===== config.mk =====
export PLATFORM = sky130hd
export DESIGN_NAME = sta_cordic
export DESIGN_NICKNAME = d
export VERILOG_FILES = /design/src/hdl/sta_pkg.sv /design/src/hdl/sta_cordic.sv
export SDC_FILE = /design/constraint.sdc
export NUM_CORES = 1
export LEC_CHECK = 0
export BUFFER_PORTS_ARGS = -buffer_cell sky130_fd_sc_hd__buf_2
export CORE_MARGIN = 3
export CORE_UTILIZATION = 44
export DETAILED_ROUTE_END_ITERATION = 10
export GPL_TIMING_DRIVEN = 0
export PLACE_DENSITY_LB_ADDON = 0.12
export SYNTH_ARGS = -nofsm -noshare
export SYNTH_HDL_FRONTEND = slang
export SYNTH_SLANG_ARGS = --single-unit
export TNS_END_PERCENT = 10

===== constraint.sdc =====
create_clock -name vclk -period 20.3
set_input_delay 5.075 -clock vclk [all_inputs]
set_output_delay 5.075 -clock vclk [all_outputs]
set_load 0.03 [all_outputs]

===== src/hdl/sta_pkg.sv =====
package sta_pkg;

  localparam int CORDIC_STEPS = 16;
  localparam int STEP_W = 4;

  // Angles are kept in a 26-bit signed Q.16 word for the reduction path.
  localparam int ANG_W = 26;
  localparam logic signed [ANG_W-1:0] Q_TWO_PI  = 26'sd411775;
  localparam logic signed [ANG_W-1:0] Q_PI      = 26'sd205887;
  localparam logic signed [ANG_W-1:0] Q_HALF_PI = 26'sd102944;

  // CORDIC datapath width: the Q.30 vector stays below 2^31 in magnitude.
  localparam int CW = 34;
  localparam logic signed [CW-1:0] CORDIC_GAIN = 34'sd652032874;

  // Radius times a Q.30 trig value: 24-bit by 32-bit signed product.
  localparam int PROD_W = 56;
  localparam logic signed [PROD_W-1:0] ROUND_HALF = 56'sd536870912;

  localparam logic [22:0] LIMIT_RESET = 23'd3932160;
  localparam logic [1:0] ADDR_LIMIT = 2'd0;

  typedef enum logic [3:0] {
    S_IDLE,
    S_OFFSET,
    S_REDUCE,
    S_FOLD,
    S_ROT,
    S_MUL_X,
    S_MUL_Y,
    S_PLATE,
    S_VEC,
    S_CMP,
    S_DONE
  } state_t;

  function automatic logic signed [ANG_W-1:0] atan_entry(input logic [STEP_W-1:0] i);
    logic signed [ANG_W-1:0] r;
    unique case (i)
      4'd0: r = 26'sd51472;
      4'd1: r = 26'sd30386;
      4'd2: r = 26'sd16055;
      4'd3: r = 26'sd8150;
      4'd4: r = 26'sd4091;
      4'd5: r = 26'sd2047;
      4'd6: r = 26'sd1024;
      4'd7: r = 26'sd512;
      4'd8: r = 26'sd256;
      4'd9: r = 26'sd128;
      4'd10: r = 26'sd64;
      4'd11: r = 26'sd32;
      4'd12: r = 26'sd16;
      4'd13: r = 26'sd8;
      4'd14: r = 26'sd4;
      default: r = 26'sd2;
    endcase
    return r;
  endfunction

  function automatic logic signed [23:0] sat24(input logic signed [CW+1:0] v);
    if (v > 36'sd8388607) return 24'sh7FFFFF;
    if (v < -36'sd8388608) return 24'sh800000;
    return v[23:0];
  endfunction

endpackage


===== src/hdl/sta_cordic.sv =====
// Shared CORDIC micro-rotation: one step of either rotation or vectoring.
module sta_cordic (
  input  logic                         vectoring,
  input  logic [sta_pkg::STEP_W-1:0]   step,
  input  logic signed [sta_pkg::CW-1:0]    x,
  input  logic signed [sta_pkg::CW-1:0]    y,
  input  logic signed [sta_pkg::ANG_W-1:0] ang,
  output logic signed [sta_pkg::CW-1:0]    x_next,
  output logic signed [sta_pkg::CW-1:0]    y_next,
  output logic signed [sta_pkg::ANG_W-1:0] ang_next
);
  import sta_pkg::*;

  logic dir;
  logic signed [CW-1:0] xs, ys;

  always_comb begin
    xs = x >>> step;
    ys = y >>> step;
    // Rotation drives the angle to zero; vectoring drives y to zero.
    dir = vectoring ? (y > 0) : (ang >= 0);
    if (vectoring) begin
      if (dir) begin
        x_next = x + ys; y_next = y - xs; ang_next = ang + atan_entry(step);
      end else begin
        x_next = x - ys; y_next = y + xs; ang_next = ang - atan_entry(step);
      end
    end else begin
      if (dir) begin
        x_next = x - ys; y_next = y + xs; ang_next = ang - atan_entry(step);
      end else begin
        x_next = x + ys; y_next = y - xs; ang_next = ang + atan_entry(step);
      end
    end
  end
endmodule


; Word level (Yosys, flattened, before mapping)
; Memory sizes are Yosys's and may differ from the RTL's.
; Index checks and enable logic that the tools add are counted.
[totals]
regBits = 0
romBits = 1024
input_bits = 99
output_inout_bits = 94
mem_count = 4
[mem_list]
columns = name, words, width, rd, rd_clocked_by_memory_dff, write_ports, line_no
row1 = (no name shown), 16, 16, 1, 0, 0, sta_pkg.sv:39  ; unique case (i)
row2 = (no name shown), 16, 16, 1, 0, 0, sta_pkg.sv:39
row3 = (no name shown), 16, 16, 1, 0, 0, sta_pkg.sv:39
row4 = (no name shown), 16, 16, 1, 0, 0, sta_pkg.sv:39
[classes]
addsub = 8
order_cmp = 2
n_shift = 2
muxes = 18
[op_table]
columns = operator, n
row1 = 26-bit 2-to-1 mux, 11
row2 = 34-bit 2-to-1 mux, 6
row3 = 34-bit adder, 2
row4 = 34-bit by 4-bit >>> shifter with 34-bit output, 2
row5 = 34-bit subtractor, 2
row6 = 26-bit adder, 2
row7 = 26-bit subtractor, 2
row8 = 34-bit by 1-bit greater-than comparator with 1-bit output (second input constant), 1
row9 = 26-bit by 1-bit greater-or-equal comparator with 1-bit output (second input constant), 1
row10 = 1-bit 2-to-1 mux, 1

; Logic depth before layout (Yosys ltp)
; Gate-level depths: netlist (run 1).
[depth]
depth_word = 7
ltp_mapped = 22
ltp_nobuf = 18

; Worst setup path before layout (run 1)
; No wires, ideal clock.
[synth_path]
kind = input-to-output
from = input step[1] in the netlist's numbering
to = output x_next[22] in the netlist's numbering
t_arrival_ns = 9.622
path_slack_ns = 5.603
path_stages = 19
n_path_buf = 4
path_cell_list = buf_1 -> clkbuf_1 -> clkbuf_1 -> mux2i_1 -> o21ai_0 -> a21oi_1 -> o21ai_0 -> ha_1 -> fa_1 -> or2b_2 -> a221oi_2 -> o31a_1 -> or3_1 -> buf_6 -> a221o_1 -> a211o_1 -> nand2_1 -> xnor2_1 -> o21ai_0
[synth_via]
elab_chain_len = 4
elab_cells_between_ends = 6
cone_classes = add/sub (2) / shift (1) / mux (3)
[synth_rtl]
columns = element, line_no
row1 = start: declaration, sta_cordic.sv:4  ; input logic [sta_pkg::STEP_W-1:0] step,
row2 = 34-bit by 4-bit >>> shifter with 34-bit output *, sta_cordic.sv:19  ; ys = y >>> step;
row3 = 34-bit adder or 34-bit subtractor (tied branches), -
row4 = "34-bit 2-to-1 mux, on equally long branches", "sta_cordic.sv:29, sta_cordic.sv:23"
row5 = 34-bit 2-to-1 mux *, sta_cordic.sv:22  ; if (vectoring) begin
row6 = end: declaration, sta_cordic.sv:8  ; output logic signed [sta_pkg::CW-1:0] x_next,
; Every way passes the cells marked *; elsewhere a longest branch is shown, timed or not.

; Worst setup path in the final report (run 1)
[layout_path]
from = input step[1] in the netlist's numbering
to = output x_next[32] in the netlist's numbering
; The elaborated chain is that of the path after synthesis.

==> results.ini, run 1 <==
[status]
outcome = complete, no violations

[drt]
via_per_inst = 6.202
routed_wl_um = 53670
wl_per_cell_um = 22.02
via_count = 15115
drtIter0Drc = 1482
detail_route.drc_violations = 0
final_antenna_net_count = 0
first_pass_iters = 5

[yosys]
synthesis.nets = 2160
syn_inst = 1874
synth_area_leaders = ha_1 (18%), a21oi_1 (8.4%), nand2_1 (6.6%), o21ai_0 (6.4%), mux4_2 (6.2%)
yosysTopAreaCellShare_pct = 18.27
synth_cell_types = 80
yosysTopAreaCell = ha_1
syn_avg_cell_area_sq_um = 6.615
yosysWarnings = 0
netlist_area_sq_um = 12400
ys_seq_area_share_pct = 0

[floorplan]
die_x_um = 173.8
io_pins = 193
core_sq_um = 27330
dieHeight_um = 173.8
start_util_pct = 45.36
rows = 60
die_area_sq_um = 30220

[timing]
setup_viol = 0
hold_viol = 0
worst_pin_slew_ns = 1.425
fmax_mhz = 61.04
slew_viol_final = 0
slew_headroom_pct = 4.978
final.period_utilization_pct = 80.70
min_period_ns = 16.38
rsz0062_at_grt = false
tns_ns = 0

[setup_path]
cp.arrival_ns = 11.31
cp.required_ns = 15.23
path_max_fanout = 10
crit_type = in -> out
worst_setup_path_start_kind = primary input
critical_path.endpoint_type = output port

[cells_and_area]
final_cells = 2437
area_growth_pct = 11.43
post-route-cell-area_sq_um = 13810
final_core_util_pct = 50.54
drive_gt1_share_pct = 14.35
nNetsFinal = 2351
num-clock-buffers = 0
seqCellArea_sq_um = 0
seq_cells = 0

[clock_network]
cts_resized = 0
cts_hold_buffers = 0
post-cts-setup-buffers = 0

[global_routing]
grt_max_degree = 14
grt-ovfl-total = 0
antenna_found_initial = 1
first_global_vias = 14033
gr-usage-all-layers_pct = 33.09
grt_pass1_wl_um = 81150

[place]
port_buffers = 189
dp_hpwl_um = 43180
placed_cells = 2435
dpl_cell_area_sq_um = 13810
gp_congestion = 1.023

[run]
maxCapViolations = 0

[min_path]
hold_class = in -> out

-- synth_stat cells, types with 7 or more instances --
library cell    n
a31o_2         13
a211oi_1       26
ha_1          181
o21a_1         19
nor2_1        140
o31a_1          9
o311ai_0        8
o21ai_0       158
mux2_2         10
a21o_1         39
buf_2          14
nor3b_1         7
a211o_1         7
nor3_1         47
o21bai_1       24
nor2b_1        28
a21oi_1       209
o31ai_1        23
and3_1         11
mux2i_1        50
inv_1         167
mux4_2         34
nand3_1        53
o211ai_1        9
nand2b_1       16
buf_1          15
a311oi_1        7
a31oi_1        16
clkbuf_1       79
or2_2          11
nand2_1       218
nor4_1         21
xor2_1         21
xnor2_1        74
or3_1          15
-- kinds of logic after synthesis --
logic type | count (synthesis) | share of synthesized area [%]
AO/OA/AOI/OAI | 623 | 31.83
buffers and inverters | 280 | 8.771
XOR/XNOR | 95 | 6.712
multiplexers | 94 | 11.12
AND/OR/NAND/NOR | 595 | 22.33
adder cells (fa/ha/maj) | 187 | 19.24
-- critical path, cell delays in order --
cell and delay, ns:
buf_2 0.20, buf_1 0.58, clkbuf_1 0.67, clkbuf_1 0.65, mux2i_1 0.25, o21ai_0 0.09
a21oi_1 0.15, o21ai_0 0.16, ha_1 0.29, fa_1 0.41, or2b_1 0.25, a21oi_1 0.17
o21ai_0 0.29, o21ai_1 0.50, a31oi_1 0.32, o31ai_1 0.45, nor3_1 0.15, a211oi_2 0.26
xor2_1 0.16, buf_2 0.21
-- per-stage QoR --
step | worst slack, ns | hold WS (ns)
final | 3.918 | 10.48
after global routing | 3.577 | 10.52
after CTS | 4.129 | 10.48
after detailed placement | 4.171 | 10.48
after global placement | 4.194 | 10.48
after floorplan | 5.603 | 10.33
-- layout make-up --
cell class	count	area, sq um
antenna	2	5.005
buffer	111	452.9
fill	2980	13510
inverter	169	634.4
multi-input combinational	1594	11310
tap	372	465.4
timing repair buffer	189	945.9
-- path summary, 6_finish.rpt --
path / start / end / slack, ns / depth (start not counted)
setup / recovery: step[1] / x_next[32] / 3.92 / 20
hold / removal: ang[22] / ang_next[22] / 10.48 / 3
-- per-layer routing --
layer  global-route usage [%]  part of all wire [%]  up-vias
met2                    53.37                    44      777
li1                         -                     -     7081
met4                    9.249                   3.2        0
met5                        0                     0        -
met1                    46.81                    44     7149
met3                    3.351                   8.4      108
-- placed cells by master, fill, tap and decap left out, types with 15 or more instances in the layout --
cell type and instances:
ha_1 181, xor2_1 21, nor3_1 47, buf_2 203, clkbuf_1 79, o21a_1 19, nand2b_1 16, o21bai_1 24
a21oi_1 209, a211oi_1 26, o31ai_1 23, xnor2_1 74, a31oi_1 16, nand3_1 53, buf_1 15, nor2_1 140
or3_1 15, mux2i_1 50, nor4_1 21, a21o_1 39, mux4_2 34, inv_1 167, nor2b_1 28, o21ai_0 158
nand2_1 218
==> run 2: changes to the inputs <==
ABC_AREA = 1   (was unset)
clock period = 14.4 ns   (was 20.3 ns; I/O delays follow)
==> results.ini, run 2 <==
[status]
outcome = complete, no violations

[cells_and_area]
final_cell_mix = nand2_1 (1211), inv_1 (570), nor2_1 (304), buf_2 (244), nand3_1 (238)
num-clock-buffers = 0  ; unchanged
layout_commonest_cell = nand2_1
seq_cells = 0  ; unchanged
nNetsFinal = 3795  ; +61%
fill_cells = 4098  ; +38%
area_growth_pct = 9.588
drive_gt1_share_pct = 8.697  ; -5.7 points
seqCellArea_sq_um = 0  ; unchanged

[floorplan]
core_sq_um = 35830  ; +31%
start_util_pct = 44.98  ; -0.38 points
dieHeight_um = 197.4  ; +14%
die_x_um = 197.4  ; +14%
die_area_sq_um = 38960  ; +29%
rows = 69  ; +15%
io_pins = 193  ; unchanged

[yosys]
synthSimpleGateAreaFrac_pct = 46.04  ; +24 points
synth_compound_area_share_pct = 18.17  ; -14 points
synth_cell_types = 48  ; -40%
netlist_area_sq_um = 16120  ; +30%
syn_avg_cell_area_sq_um = 4.860  ; -27%
syn_inst = 3316  ; +77%
yosysTopAreaCellShare_pct = 28.20  ; +9.9 points
synthTopCellsByCount = nand2_1 (1211), inv_1 (570), nor2_1 (304), nand3_1 (238), o21ai_0 (223)
ys_seq_area_share_pct = 0  ; unchanged
synthesis.nets = 3602  ; +67%
synthMuxAreaShare_pct = 1.739  ; -9.4 points
synth.most_common_cell = nand2_1
synth_fa_ha_area_share_pct = 14.80  ; -4.4 points
yosysWarnings = 0  ; unchanged
synthXorXnorAreaFrac_pct = 2.011  ; -4.7 points
yosysTopAreaCell = nand2_1
synth_top_family_by_area = simple AND/OR/NAND/NOR gates
synth_area_leaders = nand2_1 (28%), ha_1 (14%), inv_1 (13%), nand3_1 (7.4%), nor2_1 (7.1%)

[timing]
slew_headroom_pct = 40.05  ; +35 points
worst_pin_slew_ns = 0.8899  ; -0.5354 ns
rsz0062_at_grt = false
final.period_utilization_pct = 81.18
setup_viol = 0  ; unchanged
tns_ns = 0  ; unchanged
hold_viol = 0  ; unchanged
min_period_ns = 11.69
fmax_mhz = 85.54
slew_viol_final = 0  ; unchanged

[global_routing]
first_global_vias = 21211  ; +51%
grt_pass1_wl_um = 119700  ; +48%
grt-ovfl-total = 0  ; unchanged
gr-usage-all-layers_pct = 39.88  ; +6.8 points
grt_max_degree = 14  ; unchanged
antenna_found_initial = 3  ; +2

[min_path]
worstHoldPathCells = 4  ; +1
hp-start = vectoring
hold_class = in -> out
hold_path_end = ang_next[7]

[drt]
final_antenna_net_count = 0  ; unchanged
first_pass_iters = 7  ; +2
drtIter0Drc = 2535  ; +71%
via_count = 22616  ; +50%
wl_per_cell_um = 20.55  ; -6.7%
routed_wl_um = 81660  ; +52%
detail_route.drc_violations = 0  ; unchanged
via_per_inst = 5.692  ; -8.2%

[place]
dp_hpwl_um = 69490  ; +61%
gp_congestion = 1.191  ; +16%
port_buffers = 191  ; +1.1%

[setup_path]
worst_setup_path_start_kind = primary input
cp.arrival_ns = 8.09  ; -3.22 ns
crit_type = in -> out
cp.required_ns = 10.80  ; -4.43 ns
critical_path.endpoint_type = output port
path_max_fanout = 10  ; unchanged

[clock_network]
cts_resized = 0  ; unchanged
post-cts-setup-buffers = 0  ; unchanged
cts_hold_buffers = 0  ; unchanged

[run]
maxCapViolations = 0  ; unchanged

[run 2: how the worst max path moves through the flow]
stage	slack (ns)	cells past startpoint	from	end
finish	2.71	21	step[0]	x_next[31]
global route	2.76	23	step[0]	x_next[31]
CTS	2.97	23	step[0]	x_next[19]
detailed placement	2.97	23	step[0]	x_next[19]
global placement	2.98	23	step[0]	x_next[19]
floorplan	4.38	16	step[0]	ang_next[10]
[run 2: per-layer routing]
layer	wire length [um]	up-vias	track usage, %
li1	-	10777	-
met1	31400	10142	48.83
met2	36410	1392	67.18
met3	7565	303	4.298
met4	6276	2	24.55
met5	7	-	0
[run 2: worst max-delay path, stage by stage]
cell	delay, ns
buf_2	0.13
buf_6	0.15
inv_2	0.07
buf_2	0.29
nand2_1	0.13
nand3_1	0.08
o21ai_0	0.18
o21ai_0	0.62
nand2_1	0.12
nand2_1	0.18
inv_1	0.09
ha_1	0.35
nand2_1	0.15
nor2_1	0.50
nand2_1	0.13
o21ai_1	0.59
nand2_1	0.18
nand3_1	0.13
nand3_1	0.08
nand2_1	0.11
buf_2	0.20
[run 2: cell families (layout without fill, tap and decap cells)]
logic type                 after synthesis  count (layout)
xor gates and xnor gates                37              37
other                                    0               5
buffers and inverters                  688             879
muxes                                   28              28
AOI/OAI and AO/OA                      535             535
adders and majority gates              187             187
and+or+nand+nor                       1841            1841
[run 2: per-stage QoR]
stage	instance area, sq um	hold WS [ns]	util (%)	worst slack [ns]	cells
floorplan	16120	7.418	-	4.379	3316
global placement	17650	7.567	49.26	2.976	3968
detailed placement	17650	7.570	49.26	2.974	3968
CTS	17650	7.570	49.26	2.966	3968
global route	17650	7.590	49.28	2.764	3970
finish	17660	7.571	49.30	2.710	3973
[run 2: layout make-up]
type / count / area (sq um) / share of cell area, %
Multi-Input combinational cell: 2628 / 13340 / 75.52
Inverter: 577 / 2167 / 12.27
Timing Repair Buffer: 191 / 955.9 / 5.412
Buffer: 111 / 611.8 / 3.464
Tap cell: 461 / 576.8 / 3.266
Antenna cell: 5 / 12.51 / 0.07084
